==> src/inpf_pkg.sv <==
package inpf_pkg;

	localparam int TIME_W = 48;
	localparam int DUR_W  = 31;
	localparam int ID_W   = 24;
	localparam int END_W  = 49;

	typedef logic [END_W-1:0] end_time_t;
	typedef logic [ID_W-1:0]  evt_num_t;

	typedef struct packed {
		logic                start_of_trace;
		logic [TIME_W-1:0]   t_start;
		logic [DUR_W-1:0]    duration;
		evt_num_t            evt_num;
	} evt_item_t;

	typedef struct packed {
		logic      has_parent;
		evt_num_t  encl_id;
		logic      stack_overflow;
	} res_item_t;

	typedef struct packed {
		end_time_t end_time;
		evt_num_t  id;
	} stack_entry_t;

	typedef logic [0:0] alu_op_t;
	localparam alu_op_t ALU_ADD = 1'b0;
	localparam alu_op_t ALU_SUB = 1'b1;

	typedef struct packed {
		alu_op_t   op;
		end_time_t a;
		end_time_t b;
	} alu_req_t;

	typedef struct packed {
		end_time_t sum;
		logic      lt;
	} alu_rsp_t;

endpackage

==> src/inpf_stream_if.sv <==
interface inpf_stream_if #(parameter type T = logic);
	logic valid;
	logic ready;
	T     data;

	modport source(output valid, output data, input ready);
	modport sink(input valid, input data, output ready);
endinterface

==> src/inpf_alu.sv <==
module inpf_alu import inpf_pkg::*; (
	input  alu_req_t req,
	output alu_rsp_t rsp
);

	logic             is_sub;
	logic [END_W-1:0] b_eff;
	logic [END_W:0]   full;

	// one adder: a + b, or a + ~b + 1 whose carry tells a >= b
	always_comb begin
		is_sub  = (req.op == ALU_SUB);
		b_eff   = is_sub ? ~req.b : req.b;
		full    = {1'b0, req.a} + {1'b0, b_eff} + {{END_W{1'b0}}, is_sub};
		rsp.sum = full[END_W-1:0];
		rsp.lt  = is_sub & ~full[END_W];
	end

endmodule

==> src/inpf_stack.sv <==
module inpf_stack import inpf_pkg::*; #(
	parameter int DEPTH = 64
) (
	input  logic                     clk,
	input  logic                     wr_en,
	input  logic [$clog2(DEPTH)-1:0] wr_addr,
	input  stack_entry_t             wr_data,
	input  logic                     rd_en,
	input  logic [$clog2(DEPTH)-1:0] rd_addr,
	output stack_entry_t             rd_data
);

	stack_entry_t mem_q [DEPTH];
	stack_entry_t rd_data_q;

	always_ff @(posedge clk) begin
		if (wr_en) begin
			mem_q[wr_addr] <= wr_data;
		end
	end

	always_ff @(posedge clk) begin
		if (rd_en) begin
			rd_data_q <= mem_q[rd_addr];
		end
	end

	assign rd_data = rd_data_q;

endmodule

==> src/interval_nesting_parent_finder_top.sv <==
// interval nesting parent finder
//
// evt channel (sink): one trace event per item, sorted by start time. res channel
// (source): exactly one result per event, in order: has_parent, encl_id and
// stack_overflow. both use valid/ready; an item moves when both are high.
// the open-interval stack lives in a STACK_DEPTH-entry memory with registered read.
// a single 49-bit adder forms the end time and then does every end-time compare.
// per event: read the stack top, then compare its end time with the new end;
// an entry that ends earlier is popped and the next one read, until an
// enclosing entry is found or the stack is empty; then the result is loaded
// and the event is pushed. every event is popped at most once.
// evt.ready is high only while the sequencer is idle; the next event may be
// accepted while the previous result still waits in the output register.
// if res is stalled, the push of the next event waits until its result can be
// loaded. reset clears the sequencer, the stack count and the output valid;
// stack contents are never read above the count, so they need no clearing.
module interval_nesting_parent_finder_top import inpf_pkg::*; #(
	parameter int STACK_DEPTH = 64
) (
	input  logic          clk,
	input  logic          arst_n,
	inpf_stream_if.sink   evt,
	inpf_stream_if.source res
);

	localparam int AW = $clog2(STACK_DEPTH);
	localparam int CW = $clog2(STACK_DEPTH + 1);

	localparam logic [1:0] S_IDLE = 2'd0;
	localparam logic [1:0] S_READ = 2'd1;
	localparam logic [1:0] S_CMP  = 2'd2;
	localparam logic [1:0] S_DONE = 2'd3;

	logic [1:0]    state_q;
	logic [CW-1:0] count_q;
	end_time_t     end_q;
	evt_num_t      id_q;
	logic          has_parent_q;
	evt_num_t      parent_q;
	logic          res_valid_q;
	res_item_t     res_data_q;

	alu_req_t      alu_req;
	alu_rsp_t      alu_rsp;
	stack_entry_t  rd_data;
	logic          rd_en;
	logic          wr_en;
	logic [CW-1:0] count_m1;
	logic          evt_fire;
	logic          out_free;
	logic          full;

	evt_item_t     evt_data;
	assign evt_data = evt.data;

	inpf_alu u_alu (
		.req (alu_req),
		.rsp (alu_rsp)
	);

	inpf_stack #(.DEPTH(STACK_DEPTH)) u_stack (
		.clk     (clk),
		.wr_en   (wr_en),
		.wr_addr (count_q[AW-1:0]),
		.wr_data ({end_q, id_q}),
		.rd_en   (rd_en),
		.rd_addr (count_m1[AW-1:0]),
		.rd_data (rd_data)
	);

	assign count_m1  = count_q - CW'(1);
	assign evt.ready = (state_q == S_IDLE);
	assign evt_fire  = evt.valid & evt.ready;
	assign out_free  = ~res_valid_q | res.ready;
	assign full      = (count_q == CW'(STACK_DEPTH));
	assign rd_en     = (state_q == S_READ) && (count_q != '0);
	assign wr_en     = (state_q == S_DONE) && out_free && !full;

	// adder forms the end time while idle, compares stack top otherwise
	always_comb begin
		if (state_q == S_IDLE) begin
			alu_req.op = ALU_ADD;
			alu_req.a  = {1'b0, evt_data.t_start};
			alu_req.b  = {{(END_W-DUR_W){1'b0}}, evt_data.duration};
		end else begin
			alu_req.op = ALU_SUB;
			alu_req.a  = rd_data.end_time;
			alu_req.b  = end_q;
		end
	end

	always_ff @(posedge clk or negedge arst_n) begin
		if (!arst_n) begin
			state_q      <= S_IDLE;
			count_q      <= '0;
			has_parent_q <= 1'b0;
			parent_q     <= '0;
			res_valid_q  <= 1'b0;
		end else begin
			if (state_q == S_DONE && out_free) begin
				res_valid_q <= 1'b1;
			end else if (res.ready) begin
				res_valid_q <= 1'b0;
			end
			unique case (state_q)
				S_IDLE: begin
					if (evt_fire) begin
						has_parent_q <= 1'b0;
						parent_q     <= '0;
						if (evt_data.start_of_trace) begin
							count_q <= '0;
						end
						state_q <= S_READ;
					end
				end
				S_READ: begin
					state_q <= (count_q == '0) ? S_DONE : S_CMP;
				end
				S_CMP: begin
					if (alu_rsp.lt) begin
						count_q <= count_m1;
						state_q <= S_READ;
					end else begin
						has_parent_q <= 1'b1;
						parent_q     <= rd_data.id;
						state_q      <= S_DONE;
					end
				end
				S_DONE: begin
					if (out_free) begin
						if (!full) begin
							count_q <= count_q + CW'(1);
						end
						state_q <= S_IDLE;
					end
				end
				default: state_q <= S_IDLE;
			endcase
		end
	end

	always_ff @(posedge clk) begin
		if (evt_fire) begin
			end_q <= alu_rsp.sum;
			id_q  <= evt_data.evt_num;
		end
		if (state_q == S_DONE && out_free) begin
			res_data_q.has_parent     <= has_parent_q;
			res_data_q.encl_id        <= parent_q;
			res_data_q.stack_overflow <= full;
		end
	end

	assign res.valid = res_valid_q;
	assign res.data  = res_data_q;

endmodule

==> src/flat_wrapper.sv <==
// flat-port wrapper written by rule: the top's interface ports become plain ports
module interval_nesting_parent_finder_top_flat import inpf_pkg::*;
#(
	parameter int STACK_DEPTH = 64
)
  (clk, arst_n, evt_valid, evt_data, evt_ready, res_valid, res_data, res_ready);
  inpf_stream_if evt_i ();
  inpf_stream_if res_i ();
  input  logic clk;
  input  logic arst_n;
  input wire logic [$bits(evt_i.valid)-1:0] evt_valid;
  input wire logic [$bits(evt_i.data)-1:0] evt_data;
  output wire logic [$bits(evt_i.ready)-1:0] evt_ready;
  output wire logic [$bits(res_i.valid)-1:0] res_valid;
  output wire logic [$bits(res_i.data)-1:0] res_data;
  input wire logic [$bits(res_i.ready)-1:0] res_ready;
  assign evt_i.valid = evt_valid;
  assign evt_i.data = evt_data;
  assign evt_ready = evt_i.ready;
  assign res_valid = res_i.valid;
  assign res_data = res_i.data;
  assign res_i.ready = res_ready;
  interval_nesting_parent_finder_top #(.STACK_DEPTH(STACK_DEPTH)) u_core (.clk(clk), .arst_n(arst_n), .evt(evt_i), .res(res_i));
endmodule
==> config.mk <==
export PLATFORM = sky130hd
export DESIGN_NAME = interval_nesting_parent_finder_top_flat
export DESIGN_NICKNAME = d
export VERILOG_FILES = /design/src/inpf_pkg.sv /design/src/inpf_stream_if.sv /design/src/inpf_alu.sv /design/src/inpf_stack.sv /design/src/interval_nesting_parent_finder_top.sv /design/src/flat_wrapper.sv
export SDC_FILE = /design/constraint.sdc
export NUM_CORES = 2
export LEC_CHECK = 0
export BUFFER_PORTS_ARGS = -buffer_cell sky130_fd_sc_hd__buf_4
export CAP_MARGIN = 20
export CORE_UTILIZATION = 46
export CTS_BUF_LIST = sky130_fd_sc_hd__clkbuf_8 sky130_fd_sc_hd__clkbuf_16
export DETAILED_ROUTE_END_ITERATION = 7
export PLACE_DENSITY = 0.66
export SLEW_MARGIN = 20
export SYNTH_ARGS = -nofsm -noshare
export SYNTH_HDL_FRONTEND = slang
export SYNTH_MEMORY_MAX_BITS = 65536
export SYNTH_SLANG_ARGS = --single-unit
export TNS_END_PERCENT = 100
==> constraint.sdc <==
create_clock -name clk -period 7.1 [get_ports clk]
set_clock_uncertainty 0.05 [all_clocks]
set_input_delay 1.065 -clock clk [delete_from_list [all_inputs] [get_ports clk]]
set_output_delay 1.065 -clock clk [all_outputs]
set_load 0.03 [all_outputs]
After elaboration in Yosys (flattened, before gate mapping)

Memories as Yosys holds them, arrays and structs flattened. A register that Yosys moved wholly into a read port is not among the register bits.
Index checks and enable logic that the tools add are counted.
W data, S select, Z words.

Register bits after elaboration: 61
Latch bits: 0
Memory bits (writable): 3200
Memory bits (read-only): 0
Bits of input ports: 5
Output and inout bits: 3
Memories: 1

Add/subtract/negate cells: 4
Multipliers: 0
Divide/modulo/power cells: 0
Magnitude comparators: 0
Equal/unequal tests: 8
Shifts and indexed selects: 0
Mux-type cells: 15
Bitwise operators: 6
Reductions and logical operators: 11

Memory list:

| name                 | words | width | read ports | clocked after memory_dff | write ports | RTL line         | RTL |
|---|---|---|---|---|---|---|---|
| u_core.u_stack.mem_q | 64    | 50    | 1          | 1                        | 1           | inpf_stack.sv:13 | `stack_entry_t mem_q [DEPTH];` |

Operator list:

| operator              | number |
|---|---|
| $mux W99              | 1 |
| $add A49 B49 Y50      | 1 |
| $add A50 B1 Y50       | 1 |
| $mux W49              | 1 |
| $not A49 Y49          | 1 |
| $mux W7               | 3 |
| $pmux W7 S2           | 1 |
| $pmux W2 S4           | 1 |
| $add A7 B1 Y7 const B | 1 |
| $eq A7 B7 Y1 const B  | 1 |
| $logic_not A7 Y1      | 1 |
| $reduce_bool A7 Y1    | 1 |
| $sub A7 B1 Y7 const B | 1 |
| $mux W2               | 3 |
| $mux W1               | 5 |
| $eq A2 B2 Y1 const B  | 2 |
| $ne A2 B1 Y1 const B  | 2 |
| $ne A2 B2 Y1 const B  | 2 |
| $reduce_and A4 Y1     | 1 |
| $reduce_bool A2 Y1    | 2 |
| $logic_and A1 B1 Y1   | 3 |
| $and A1 B1 Y1         | 2 |
| $eq A2 B1 Y1 const B  | 1 |
| $logic_not A2 Y1      | 1 |
| other kinds (4)       | 5 |

Longest topological paths before layout

Depth in word-level cells: 10
Gate-level depth with buffers: 16
Mapped depth without buffers: 12

Hierarchy

A second synthesis with hierarchy kept.

Cells, all modules: 8276
Area total of the unflattened synthesis: 184378.1 µm²

Modules (own cells, without submodules):

| module                             | times used | cells each | area each (µm²) | sequential area each (µm²) |
|---|---|---|---|---|
| inpf_stack                         | 1          | 7585       | 178271.0        | 142486.7 |
| inpf_alu                           | 1          | 451        | 3159.3          | 0.0 |
| interval_nesting_parent_finder_top | 1          | 240        | 2947.8          | 1781.7 |

Least setup slack after synthesis

OpenSTA, ideal clock, no wires.

Path kind: reg2reg
Start: register u_core.count_q[0]
End: memory u_core.u_stack.mem_q[0][10] (netlist bit), enable pin
Library setup time: 577 ps
Data arrival time: 6302 ps
Slack: 171 ps
Stages on the path, launching flop included: 11
Buffers on the path: 4
Period minus slack after synthesis: 6929 ps
Cells stage by stage: dfrtp_1 > buf_2 > buf_6 > buf_6 > buf_4 > inv_1 > ha_1 > nand2b_1 > nor4_1 > and2_1 > nor4_1

Longest elaborated chain between the ends: 5

RTL lines:

| item                          | RTL line                                  | RTL |
|---|---|---|
| start, declared               | interval_nesting_parent_finder_top.sv:35  | `logic [CW-1:0] count_q;` |
| start signal, assigned        | interval_nesting_parent_finder_top.sv:121 | `count_q <= count_m1;` |
| start signal, assigned        | interval_nesting_parent_finder_top.sv:132 | `count_q <= count_q + CW'(1);` |
| $eq A7 B7 Y1                  | interval_nesting_parent_finder_top.sv:75  | `assign full = (count_q == CW'(STACK_DEPTH));` |
| via u_core.full               | interval_nesting_parent_finder_top.sv:51  | `logic full;` |
| $logic_not A1 Y1              | interval_nesting_parent_finder_top.sv:77  | `assign wr_en = (state_q == S_DONE) && out_free && !full;` |
| $logic_and A1 B1 Y1           | interval_nesting_parent_finder_top.sv:77  |  |
| $mux W1                       | inpf_stack.sv:17                          | `if (wr_en) begin` |
| $mux W1 (implied by the code) | inpf_stack.sv:18                          | `mem_q[wr_addr] <= wr_data;` |
| end, declared                 | inpf_stack.sv:13                          |  |

The timed path passes the listed nets, and every way through them passes these cells.

Final worst setup path

Start: register u_core.state_q[0]
End: register u_core.count_q[2]

Longest elaborated chain between the ends: 10

RTL lines:

| item                               | RTL line                                                                                                                      | RTL |
|---|---|---|
| start, declared                    | interval_nesting_parent_finder_top.sv:34                                                                                      | `logic [1:0] state_q;` |
| start signal, assigned             | interval_nesting_parent_finder_top.sv:117                                                                                     | `state_q <= (count_q == '0) ? S_DONE : S_CMP;` |
| $logic_not A2 Y1                   | interval_nesting_parent_finder_top.sv:72, interval_nesting_parent_finder_top.sv:81, interval_nesting_parent_finder_top.sv:105 |  |
| $mux W99                           | interval_nesting_parent_finder_top.sv:81                                                                                      | `if (state_q == S_IDLE) begin` |
| $not A49 Y49                       | inpf_alu.sv:13                                                                                                                | `b_eff = is_sub ? ~req.b : req.b;` |
| $mux W49                           | inpf_alu.sv:13                                                                                                                |  |
| $add A49 B49 Y50                   | inpf_alu.sv:14                                                                                                                | `full = {1'b0, req.a} + {1'b0, b_eff} + {{END_W{1'b0}}, is_sub};` |
| $add A50 B1 Y50                    | inpf_alu.sv:14                                                                                                                |  |
| $not A1 Y1                         | inpf_alu.sv:16                                                                                                                | `rsp.lt = is_sub & ~full[END_W];` |
| $and A1 B1 Y1                      | inpf_alu.sv:16                                                                                                                |  |
| $ne A2 B1 Y1 (no source line)      | n/a                                                                                                                           |  |
| $reduce_and A4 Y1 (no source line) | n/a                                                                                                                           |  |

Parallel ways exist; a longest one is shown, timed or not.
A chain may end at the register's enable or synchronous reset.

==> results by stage <==
Placement:
- The total of buffers placed on input and output ports is 6.
- The routability congestion estimate is 0.895.
- The cell area reported after detailed placement is 132000 um^2.
- Once detailed placement completed, the half-perimeter wirelength came to 162000 um.

STA:
- The setup violation total in the final timing report is 0.
- The total negative slack is 0 ns.
- The max-slew violation total from the final report is 0.
- The number of hold violations in the final report is 0.
- The highest attainable clock frequency is 0.190 GHz.
- Measured against its own limit, the worst slew margin works out to 25.3%.
- The share of the clock period used by the worst path after layout is 74.0%.
- Setup repair after global routing left no endpoint under its margin.
- At the pin with the least slew margin, the transition time is 1.12 ns.
- The time the worst path needs with I/O delays and setup is 5.25 ns.

Pwr:
- Power spread over the standard cell area amounts to 476 nW/um^2.
- IR analysis of the VDD net gives a maximum drop of 0.877 mV.
- The leakage power summed over all cells is 44.3 nW.

Layout:
- The fill cell instance count of the final layout is 20.1k.
- The library cells used most frequently in the layout, excluding fill and tap cells, are sky130_fd_sc_hd__edfxtp_1, sky130_fd_sc_hd__mux4_2, sky130_fd_sc_hd__clkbuf_16, sky130_fd_sc_hd__buf_4, sky130_fd_sc_hd__nor2_1.
- The library cell used most frequently in the layout, excluding fill and tap cells, is sky130_fd_sc_hd__edfxtp_1.
- The area of all placed cells without fillers is 143000 um^2.
- The number of nets at the end of the flow is 5495.
- For this run, the share of the core covered by cells in the final layout is 52.5%.
- The post-route netlist has 31.1% of its cells at a drive strength greater than 1.
- The area growth from synthesis to layout is 13.4%.

Floorplanning:
- 8 I/O pins were placed.
- The die covers 275000 um^2.
- The initial utilization of the core area, before any placement, comes to 46.3%.
- The die height is 525 um.
- The die span in x is 525 um.
- The site row count is 191.
- The region available for standard cell placement spans 271000 um^2.

Yosys:
- Yosys printed 0 warnings.
- The gate count of the mapped netlist is 5164.
- The share of async-settable or async-resettable flops after synthesis is 0.308%.
- The leading register cell type out of synthesis is sky130_fd_sc_hd__edfxtp_1.
- Yosys mapped the design onto 57 distinct sky130hd cell types.
- For this run, the register share of the synthesized area comes to 77.5%.
- In this run the mean area of a mapped cell was 24.3 um^2.
- The number of enable flip-flop cells after synthesis is 3235.
- After synthesis the cells add up to 126000 um^2.
- The total nets after synthesis is 5220.
- Counting flops and latches in the post-synthesis netlist gives 3245.

Global routing:
- The total overflow left after global routing is 0.
- Global routing consumed, over all layers together, 23.3% of the routing resources.
- The via count of the first global-routing pass is 58.5k.
- The number of antenna violations at the first check in global routing is 8.
- The first-pass GRT wire length is 450000 um.
- Entering global routing, the biggest net connects 99 pins.

Clocking:
- The clock tree from TritonCTS is built.
- After clock tree synthesis, the clock-pin slew on the worst setup and hold paths is 0.06 ns.
- The clock reaches the later pin of the worst-skew pair after 0.97 ns.
- Once the clock tree was built, the resizer swapped 0 gates to a different size.
- The number of clock sinks is 3245.
- The number of H-tree levels is 5.
- The maximum clock path buffer count is 4.
- The TritonCTS buffer count is 334.
- The cell sitting at the root of the clock tree is a sky130_fd_sc_hd__clkbuf_16.

Worst setup path:
- The critical path arrival is 6.07 ns.
- The cell with the biggest individual delay on the critical path is sky130_fd_sc_hd__nor2_4.
- The number of cells on the worst reg-to-reg path is 13.
- The worst setup path is captured at a flip-flop.
- The critical path is of the reg2reg type.
- The biggest cell delay along the critical path is 0.71 ns.
- Of all nets on the critical path, the largest fanout is 35.
- The reg-to-reg critical path endpoint is u_core.count_q[2].
- At the worst endpoint, the required time is 7.91 ns.
- The worst-case register-to-register setup slack is 1.85 ns.
- The signal on the critical path passes through nor2_4 -> buf_4 -> nor2b_1 -> ha_1 -> nand2_1 -> nor3_1 -> a22oi_1 -> a31oi_1 -> a41oi_2 -> o21ai_2 -> a31oi_4 -> nand2_1 -> xnor2_1.
- The worst setup path is launched from a flip-flop.
- The most frequent cell on the critical path is sky130_fd_sc_hd__nand2_1.
- The launch instance of the worst register-to-register path is u_core.state_q[0].

Route:
- The mean routed wirelength per cell is 34.6 um.
- Detailed routing inserted a total of 58.5k vias.
- The DRC violation count after routing is 0.
- The first-pass iteration count of the detailed router is 5.
- For this block, the initial DRC count from the detailed router was 8615.
- In the routed layout, each cell is associated on average with a via count of 6.32.
- In this run the remaining antenna-violating nets after routing total 0.
- The final layout contains routed wiring with a total length of 321000 um.

Status:
- The run finished with clean final reports.

Run:
- The tool flagged a number of max-cap violations equal to 0.

Hold path:
- The worst hold path belongs to the class in2async.
## kinds of logic (layout without fill, tap and decap cells)
kind of cell,count (synthesis),after routing,share of synthesized area [%]
compound gates,175,175,0.926
xor+xnor,56,56,0.390
fa+ha+maj,51,51,0.514
buf+inv,276,801,0.976
flops,3245,3245,77.5
mux,1030,1030,18.5
other cells,0,4,0
simple gates,331,331,1.24
## critical path: cells and delay by family (launching register included)
kind | cells | cell delay [ns]
compound gates | 5 | 1.90
xor+xnor | 1 | 0.14
fa+ha+maj | 1 | 0.49
buf+inv | 1 | 0.49
flops | 1 | 0.63
simple gates | 5 | 1.41
## synth_stat cells, types with 19 or more instances
| library cell | instances | area, um^2 |
|---|---|---|
| sky130_fd_sc_hd__mux4_2 | 1029 | 23200 |
| sky130_fd_sc_hd__a21oi_1 | 50 | 250 |
| sky130_fd_sc_hd__xor2_1 | 19 | 166 |
| sky130_fd_sc_hd__o21ai_0 | 31 | 155 |
| sky130_fd_sc_hd__edfxtp_1 | 3235 | 97100 |
| sky130_fd_sc_hd__clkbuf_1 | 137 | 514 |
| sky130_fd_sc_hd__a21o_1 | 39 | 293 |
| sky130_fd_sc_hd__nor2b_1 | 58 | 363 |
| sky130_fd_sc_hd__nand2_1 | 43 | 161 |
| sky130_fd_sc_hd__nand3_1 | 28 | 140 |
| sky130_fd_sc_hd__xnor2_1 | 37 | 324 |
| sky130_fd_sc_hd__nor2_1 | 148 | 556 |
| sky130_fd_sc_hd__ha_1 | 50 | 626 |
| sky130_fd_sc_hd__buf_2 | 92 | 460 |
## report_power, final
group          switching, mW  leakage [nW]  total [mW]  internal [mW]
combinational           14.3          9.69        25.4           11.1
clock                   7.12          5.40        17.3           10.1
sequential             0.315          29.3        25.2           24.9
## through the flow
| stage | setup slack [ns] | hold slack [ns] | power, mW | std cells |
|---|---|---|---|---|
| global route | 1.65 | 0.423 | 70.2 | 9261 |
| detailed placement | 2.06 | 0.446 | 51.0 | 8672 |
| floorplan | 0.171 | 0.409 | 43.1 | 5164 |
| finish | 1.85 | 0.446 | 67.9 | 9263 |
| CTS | 2.04 | 0.383 | 68.2 | 9259 |
| global placement | 2.06 | 0.437 | 50.7 | 8669 |
## cell type report
cell class	instances	area, um^2	share of cell area, %
Inverter	14	52.6	0.0369
Antenna cell	4	10.0	0.00702
Sequential cell	3245	97400	68.3
Tap cell	3570	4470	3.13
Clock buffer	340	8510	5.97
Multi-Input combinational cell	1643	27600	19.4
Timing Repair Buffer	201	2270	1.59
Clock inverter	246	2200	1.54
## state kept, by name (all words and copies together), names as in the netlist
register / cells
u_core.u_stack.mem_q: 3136
u_core.end_q: 49
u_core.u_stack.rd_data: 49
u_core.count_q: 7
u_core.state_q: 2
u_core.res.data: 1
u_core.res.valid: 1
## metal layers
metal  GRT usage, %  vias to the layer above  share of wire (%)
li1               -                    22924                  -
met1           32.1                    32054                 39
met2           37.9                     3044                 49
met3           4.67                      520                9.3
met4           6.76                        2                2.9
met5              0                        -             0.0025
## worst max path at each step
stage	start	to	slack (ns)	cells after the start
floorplan	u_core.count_q[0]	u_core.u_stack.mem_q[0][10]	0.17	10
global placement	u_core.state_q[0]	u_core.count_q[4]	2.06	13
detailed placement	u_core.state_q[0]	u_core.count_q[4]	2.06	13
CTS	u_core.state_q[0]	u_core.count_q[2]	2.04	13
global route	u_core.state_q[0]	u_core.end_q[35]	1.65	13
finish	u_core.state_q[0]	u_core.count_q[2]	1.85	13
## repair_timing
item,in CTS,in global routing
setup buffers,0,0
hold endpoints to repair,10,0
hold buffers,1,0
endpoints found under the setup margin,0,0
Power figures use the tool's default switching activity.
